**src/rtl/sspq_pkg.sv**
```systemverilog
`timescale 1ns / 1ps
`default_nettype none

package sspq_pkg;

    localparam int CAPACITY = 16;
    localparam int CNT_W    = $clog2(CAPACITY + 1);

    localparam int WORD_W   = 32;
    localparam int OCC_W    = 5;
    localparam int S_DATA_W = 64;
    localparam int M_DATA_W = 40;

    // command codes
    localparam logic CMD_ENQ = 1'b0;
    localparam logic CMD_DEQ = 1'b1;

    // status codes
    localparam logic [1:0] ST_OK    = 2'd0;
    localparam logic [1:0] ST_EMPTY = 2'd1;
    localparam logic [1:0] ST_FULL  = 2'd2;

    typedef struct packed {
        logic [WORD_W-1:0] value;
        logic [WORD_W-1:0] rank;
    } sspq_entry_t;

    typedef struct packed {
        logic enq;   // insert the new entry this cycle
        logic deq;   // pop the front entry this cycle
    } sspq_op_t;

endpackage

`default_nettype wire

```
**src/rtl/sspq_cell.sv**
```systemverilog
`timescale 1ns / 1ps
`default_nettype none

module sspq_cell (
    input  wire                  aclk,
    input  sspq_pkg::sspq_op_t   op,
    input  sspq_pkg::sspq_entry_t new_entry,
    input  wire                  occupied,
    input  wire                  prev_le,
    input  sspq_pkg::sspq_entry_t left_entry,
    input  sspq_pkg::sspq_entry_t right_entry,
    output sspq_pkg::sspq_entry_t entry,
    output logic                 le
);
    import sspq_pkg::*;

    sspq_entry_t entry_reg;

    // held entry ranks at or below the new one: it stays ahead of the new entry
    assign le    = occupied && ($signed(entry_reg.rank) <= $signed(new_entry.rank));
    assign entry = entry_reg;

    always_ff @(posedge aclk) begin
        if (op.enq) begin
            if (!le) begin
                // first cell behind the insertion point takes the new entry
                if (prev_le) begin
                    entry_reg <= new_entry;
                end else begin
                    entry_reg <= left_entry;
                end
            end
        end else if (op.deq) begin
            entry_reg <= right_entry;
        end
    end

endmodule

`default_nettype wire

```
**src/rtl/stable_sorted_priority_queue.sv**
```systemverilog
`timescale 1ns / 1ps
`default_nettype none

// Channel  Dir  tdata (low bit up)                      tuser
// s_       in   item_value[31:0], rank[63:32]           command (0 enq, 1 deq)
// m_       out  out_value[31:0], occupancy[36:32]       status (0 ok, 1 empty, 2 full)
//
// One item per cycle while s_tready is high: every cell of the chain compares its rank
// with the new one and shifts in parallel, so the whole row updates on the accepting edge.
// The result appears in the output register in the cycle after acceptance.
// Reset clears the entry count and the output valid; cell contents are left.
// s_tready drops only while a result waits in the output register unread.

module stable_sorted_priority_queue (
    input  wire                             aclk,
    input  wire                             aresetn,
    input  wire                             s_tvalid,
    output logic                            s_tready,
    input  wire  [sspq_pkg::S_DATA_W-1:0]   s_tdata,   // item_value, rank
    input  wire                             s_tuser,   // command
    output logic                            m_tvalid,
    input  wire                             m_tready,
    output logic [sspq_pkg::M_DATA_W-1:0]   m_tdata,   // out_value, occupancy, zero pad
    output logic [1:0]                      m_tuser    // status
);
    import sspq_pkg::*;

    logic [CNT_W-1:0]    count_reg, count_next;
    logic                m_tvalid_reg;
    logic [M_DATA_W-1:0] m_tdata_reg, m_tdata_next;
    logic [1:0]          m_tuser_reg, m_tuser_next;

    logic        accept;
    logic        full, empty;
    sspq_op_t    op;
    sspq_entry_t new_entry;
    sspq_entry_t cell_entry [CAPACITY];
    logic        cell_le    [CAPACITY];

    assign s_tready = !m_tvalid_reg || m_tready;
    assign accept   = s_tvalid && s_tready;
    assign full     = (count_reg == CNT_W'(CAPACITY));
    assign empty    = (count_reg == '0);

    assign new_entry.value = s_tdata[WORD_W-1:0];
    assign new_entry.rank  = s_tdata[2*WORD_W-1:WORD_W];

    assign op.enq = accept && (s_tuser == CMD_ENQ) && !full;
    assign op.deq = accept && (s_tuser == CMD_DEQ) && !empty;

    for (genvar i = 0; i < CAPACITY; i++) begin : g_cell
        sspq_entry_t left_e, right_e;
        logic        prev_le;

        if (i == 0) begin : g_head
            assign left_e  = new_entry;
            assign prev_le = 1'b1;
        end else begin : g_mid
            assign left_e  = cell_entry[i-1];
            assign prev_le = cell_le[i-1];
        end

        if (i == CAPACITY - 1) begin : g_tail
            assign right_e = '0;
        end else begin : g_body
            assign right_e = cell_entry[i+1];
        end

        sspq_cell u_cell (
            .aclk        (aclk),
            .op          (op),
            .new_entry   (new_entry),
            .occupied    (count_reg > CNT_W'(i)),
            .prev_le     (prev_le),
            .left_entry  (left_e),
            .right_entry (right_e),
            .entry       (cell_entry[i]),
            .le          (cell_le[i])
        );
    end

    always_comb begin
        count_next   = count_reg;
        m_tuser_next = ST_OK;
        m_tdata_next = '0;
        if (op.enq) begin
            count_next = count_reg + CNT_W'(1);
        end else if (op.deq) begin
            count_next = count_reg - CNT_W'(1);
            m_tdata_next[WORD_W-1:0] = cell_entry[0].value;
        end else if (s_tuser == CMD_ENQ) begin
            m_tuser_next = ST_FULL;
        end else begin
            m_tuser_next = ST_EMPTY;
        end
        m_tdata_next[WORD_W+OCC_W-1:WORD_W] = OCC_W'(count_next);
    end

    always_ff @(posedge aclk) begin
        if (!aresetn) begin
            count_reg    <= '0;
            m_tvalid_reg <= 1'b0;
        end else begin
            if (accept) begin
                count_reg    <= count_next;
                m_tvalid_reg <= 1'b1;
            end else if (m_tready) begin
                m_tvalid_reg <= 1'b0;
            end
        end
    end

    always_ff @(posedge aclk) begin
        if (accept) begin
            m_tdata_reg <= m_tdata_next;
            m_tuser_reg <= m_tuser_next;
        end
    end

    assign m_tvalid = m_tvalid_reg;
    assign m_tdata  = m_tdata_reg;
    assign m_tuser  = m_tuser_reg;

    a_count_bound: assert property (@(posedge aclk) disable iff (!aresetn)
        count_reg <= CNT_W'(CAPACITY))
        else $error("entry count beyond capacity");

    a_enq_grows: assert property (@(posedge aclk) disable iff (!aresetn)
        op.enq |=> count_reg == $past(count_reg) + CNT_W'(1))
        else $error("enqueue did not add an entry");

    a_empty_status: assert property (@(posedge aclk) disable iff (!aresetn)
        accept && (s_tuser == CMD_DEQ) && empty |=> m_tvalid && (m_tuser == ST_EMPTY))
        else $error("dequeue from empty queue not flagged");

    a_full_holds: assert property (@(posedge aclk) disable iff (!aresetn)
        accept && (s_tuser == CMD_ENQ) && full |=> m_tuser == ST_FULL && full)
        else $error("enqueue into full queue changed state");

endmodule

`default_nettype wire
```
**config.mk**
```make
export PLATFORM = sky130hd
export DESIGN_NAME = stable_sorted_priority_queue
export DESIGN_NICKNAME = d
export VERILOG_FILES = /design/src/rtl/sspq_pkg.sv /design/src/rtl/sspq_cell.sv /design/src/rtl/stable_sorted_priority_queue.sv
export SDC_FILE = /design/constraint.sdc
export NUM_CORES = 2
export LEC_CHECK = 0
export BUFFER_PORTS_ARGS = -buffer_cell sky130_fd_sc_hd__clkbuf_2
export CORE_ASPECT_RATIO = 1.5
export CORE_UTILIZATION = 30
export DETAILED_ROUTE_END_ITERATION = 10
export MAX_ROUTING_LAYER = met4
export PLACE_DENSITY = 0.52
export SLEW_MARGIN = 0
export SYNTH_ARGS = -nofsm -noshare
export SYNTH_HDL_FRONTEND = slang
export SYNTH_SLANG_ARGS = --single-unit
export TNS_END_PERCENT = 30
```
**constraint.sdc**
```tcl
create_clock -name aclk -period 15.58 [get_ports aclk]
set_input_delay 2.337 -clock aclk [delete_from_list [all_inputs] [get_ports aclk]]
set_output_delay 2.337 -clock aclk [all_outputs]
set_load 0.01 [all_outputs]
```
==> out/results.ini <==
[outcome]
outcome=complete, no violations

[timing]
final_hold_viol_count=0
fin_skew_ns=0.0376
worst_slack_ns=7.82
min_period_ns=7.76
tns_ns=0
rsz0062_at_grt=no
setup_violations=0
slew_violations=0
max_slew_margin_pct=4.94
timing.fmax_ghz=0.129
worstMarginPinSlew_ns=1.41
whs_ns=0.543
finalCritPeriodShare_pct=49.8

[synthesis]
ys_seq_area_share_pct=51.1
yosysWarnings=0
synth_flop_cell=edfxtp_1
synthTopCellsByArea=edfxtp_1 51%, ha_1 10%, o211ai_1 8.6%
synth_edf_count=1063
synth_top_area_share_pct=50.9
synth_common_cells=1254 x nand2_1, 1063 x edfxtp_1, 832 x nand3_1
synth-seq-cells=1069
syn_area_per_cell_um2=9.97
ys_types=68
syn_area_um2=62700
yosysMostFrequentCell=nand2_1
synth-async-reset-ratio_pct=0
postSynthCellCount=6289
synth.largest_area_cell=edfxtp_1

[pwr]
vdd_ir_drop_max_uv=88.2
cellLeakagePower_nw=25.3
power_mw=8.67
power_density_nw_per_um2=125

[critical_path]
end_kind=flop
path_max_fanout=129
r2r_cells=11
r2r-end=g_cell[15].u_cell.entry[62]$_SDFFCE_PN0P_
rr_startpoint=count_reg[0]$_SDFFE_PN0P_
crit_arrival_ns=8.16
rrSetupSlack_ns=8.73
start_kind=input pin
endpoint=g_cell[14].u_cell.entry[2]$_DFFE_PP_
cp.required_ns=15.98
worstSetupStartpoint=s_tdata[60]
path_class=in2reg

[floorplanning]
num_io_pins=113
core_area_um2=208000
design.die.area_um2=211000
initial_core_util_pct=30.2
die_h_um=562
row_count=205
die-width_um=375

[run]
max-cap-violations=0

[global_route]
grt_overflow=0
grt_max_degree=238
grt_pass1_wl_um=352000
track_usage_pct=23.0
antenna_found_initial=18
grt_pass1_vias=50700

[detailed_routing]
drc_errors=0
drt-total-wl_um=241000
wl_met2_um=117000
ant_nets=0
highest_layer=met4
wl_met1_um=96200
avgViaCountPerCell=5.80
drt-initial-drc-count=5180
dr_wl_met3_um=15000
drt_pass1_iterations=6
wl_per_cell_um=27.1
vias=51600

[layout]
drive_gt1_share_pct=6.66
stdcell_area_um2=69400
largest_reg_flops=1024
fin_nets=6676
synthToLayoutAreaGrowth_pct=10.8

[placement]
placed_cell_area_um2=65600
place_worst_setup_slack_ns=7.25
gp_congestion=0.961
hpwl_um=157000
io_buffers=109

[worst_hold_path]
hold_path_depth=2
min_path_type=reg2reg

[cts]
clk_pin_slew_ns=0.07
cts_tree=built
htreeDepth=3
cts.sink_count=1069
clk_path_buf_depth=3
cts_inserted_buffers=113
post-cts-setup-buffers=0
clk_latency_ns=0.80
cts-resized-gates=0
cts_root_buf=clkbuf_16
ctsHoldBuffers=0

-- where the power goes --
group	switching (mW)	total, mW	leakage, nW	internal, mW
Sequential	0.284	3.99	10.1	3.70
Combinational	1.27	1.79	13.3	0.517
Clock	1.29	2.89	1.88	1.61
Total	2.84	8.67	25.3	5.83
-- per-stage QoR --
step | util, % | instances
2_1_floorplan | - | 6291
3_3_place_gp | 31.6 | 8665
3_5_place_dp | 31.6 | 8666
4_1_cts | 33.4 | 8881
5_1_grt | 33.4 | 8895
6_report | 33.4 | 8898
-- worst max-delay path, stage by stage --
cell	delay [ns]
clkbuf_2	0.13
inv_1	0.63
ha_1	0.31
nand4_1	0.15
or2_2	0.33
nor3_1	0.47
buf_4	0.28
a21boi_0	0.32
o32ai_4	0.15
buf_12	0.32
o21ai_4	1.12
buf_4	0.60
buf_4	0.57
-- layout by cell type, fill, tap and decap left out, types with 9 or more instances in the layout --
| master | instances |
|---|---|
| a211oi_1 | 23 |
| a21boi_0 | 12 |
| a21o_1 | 55 |
| a21oi_1 | 440 |
| a31oi_1 | 9 |
| and2_1 | 39 |
| and4_1 | 11 |
| buf_4 | 75 |
| bufinv_16 | 15 |
| clkbuf_1 | 18 |
| clkbuf_16 | 115 |
| clkbuf_2 | 109 |
| clkinv_1 | 23 |
| clkinv_2 | 32 |
| diode_2 | 17 |
| edfxtp_1 | 1063 |
| ha_1 | 517 |
| inv_1 | 73 |
| mux2i_1 | 63 |
| nand2_1 | 1240 |
| nand2_4 | 14 |
| nand3_1 | 828 |
| nand4_1 | 100 |
| nor2_1 | 181 |
| nor2b_1 | 21 |
| nor3_1 | 20 |
| nor4_1 | 15 |
| o211ai_1 | 716 |
| o21a_1 | 11 |
| o21ai_0 | 150 |
| o21ai_1 | 42 |
| o221ai_1 | 13 |
-- cell families (layout without fill, tap and decap cells) --
| logic type | Yosys count | in the layout | share of synthesized area [%] |
|---|---|---|---|
| muxes | 63 | 63 | 1.01 |
| other | 1 | 20 | 0.00598 |
| AOI/OAI and AO/OA | 1540 | 1540 | 16.1 |
| DFF | 1069 | 1069 | 51.1 |
| adders and majority gates | 517 | 517 | 10.3 |
| and+or+nand+nor | 2515 | 2515 | 17.7 |
| xor gates and xnor gates | 3 | 3 | 0.0419 |
| buffers and inverters | 581 | 480 | 3.74 |
-- final cells by class --
class | count | area (um^2)
tap | 2691 | 3370
multi-input combinational | 4641 | 28600
fill | 21200 | 138000
clock buffer | 133 | 2950
sequential | 1069 | 32000
clock inverter | 82 | 880
timing repair buffer | 191 | 1250
inverter | 74 | 278
antenna | 17 | 42.5
-- worst min-delay path by stage --
stage | end | start | slack (ns)
final | g_cell[14].u_cell.entry[40]$_DFFE_PP_ | g_cell[15].u_cell.entry[40]$_SDFFCE_PN0P_ | 0.54
after detailed placement | g_cell[14].u_cell.entry[48]$_DFFE_PP_ | g_cell[15].u_cell.entry[48]$_SDFFCE_PN0P_ | 0.53
after global placement | g_cell[14].u_cell.entry[49]$_DFFE_PP_ | g_cell[15].u_cell.entry[49]$_SDFFCE_PN0P_ | 0.52
after floorplan | g_cell[14].u_cell.entry[32]$_DFFE_PP_ | g_cell[15].u_cell.entry[32]$_SDFFCE_PN0P_ | 0.51
after CTS | g_cell[14].u_cell.entry[40]$_DFFE_PP_ | g_cell[15].u_cell.entry[40]$_SDFFCE_PN0P_ | 0.54
after global routing | g_cell[14].u_cell.entry[45]$_DFFE_PP_ | g_cell[15].u_cell.entry[45]$_SDFFCE_PN0P_ | 0.56
-- layer usage --
| metal | vias to the layer above | global-route usage [%] |
|---|---|---|
| met2 | 1920 | 37.8 |
| li1 | 23400 | - |
| met5 | - | - |
| met4 | 0 | 11.7 |
| met1 | 25900 | 27.7 |
| met3 | 427 | 3.01 |
Note: power is estimated with default switching activity, not from simulation.
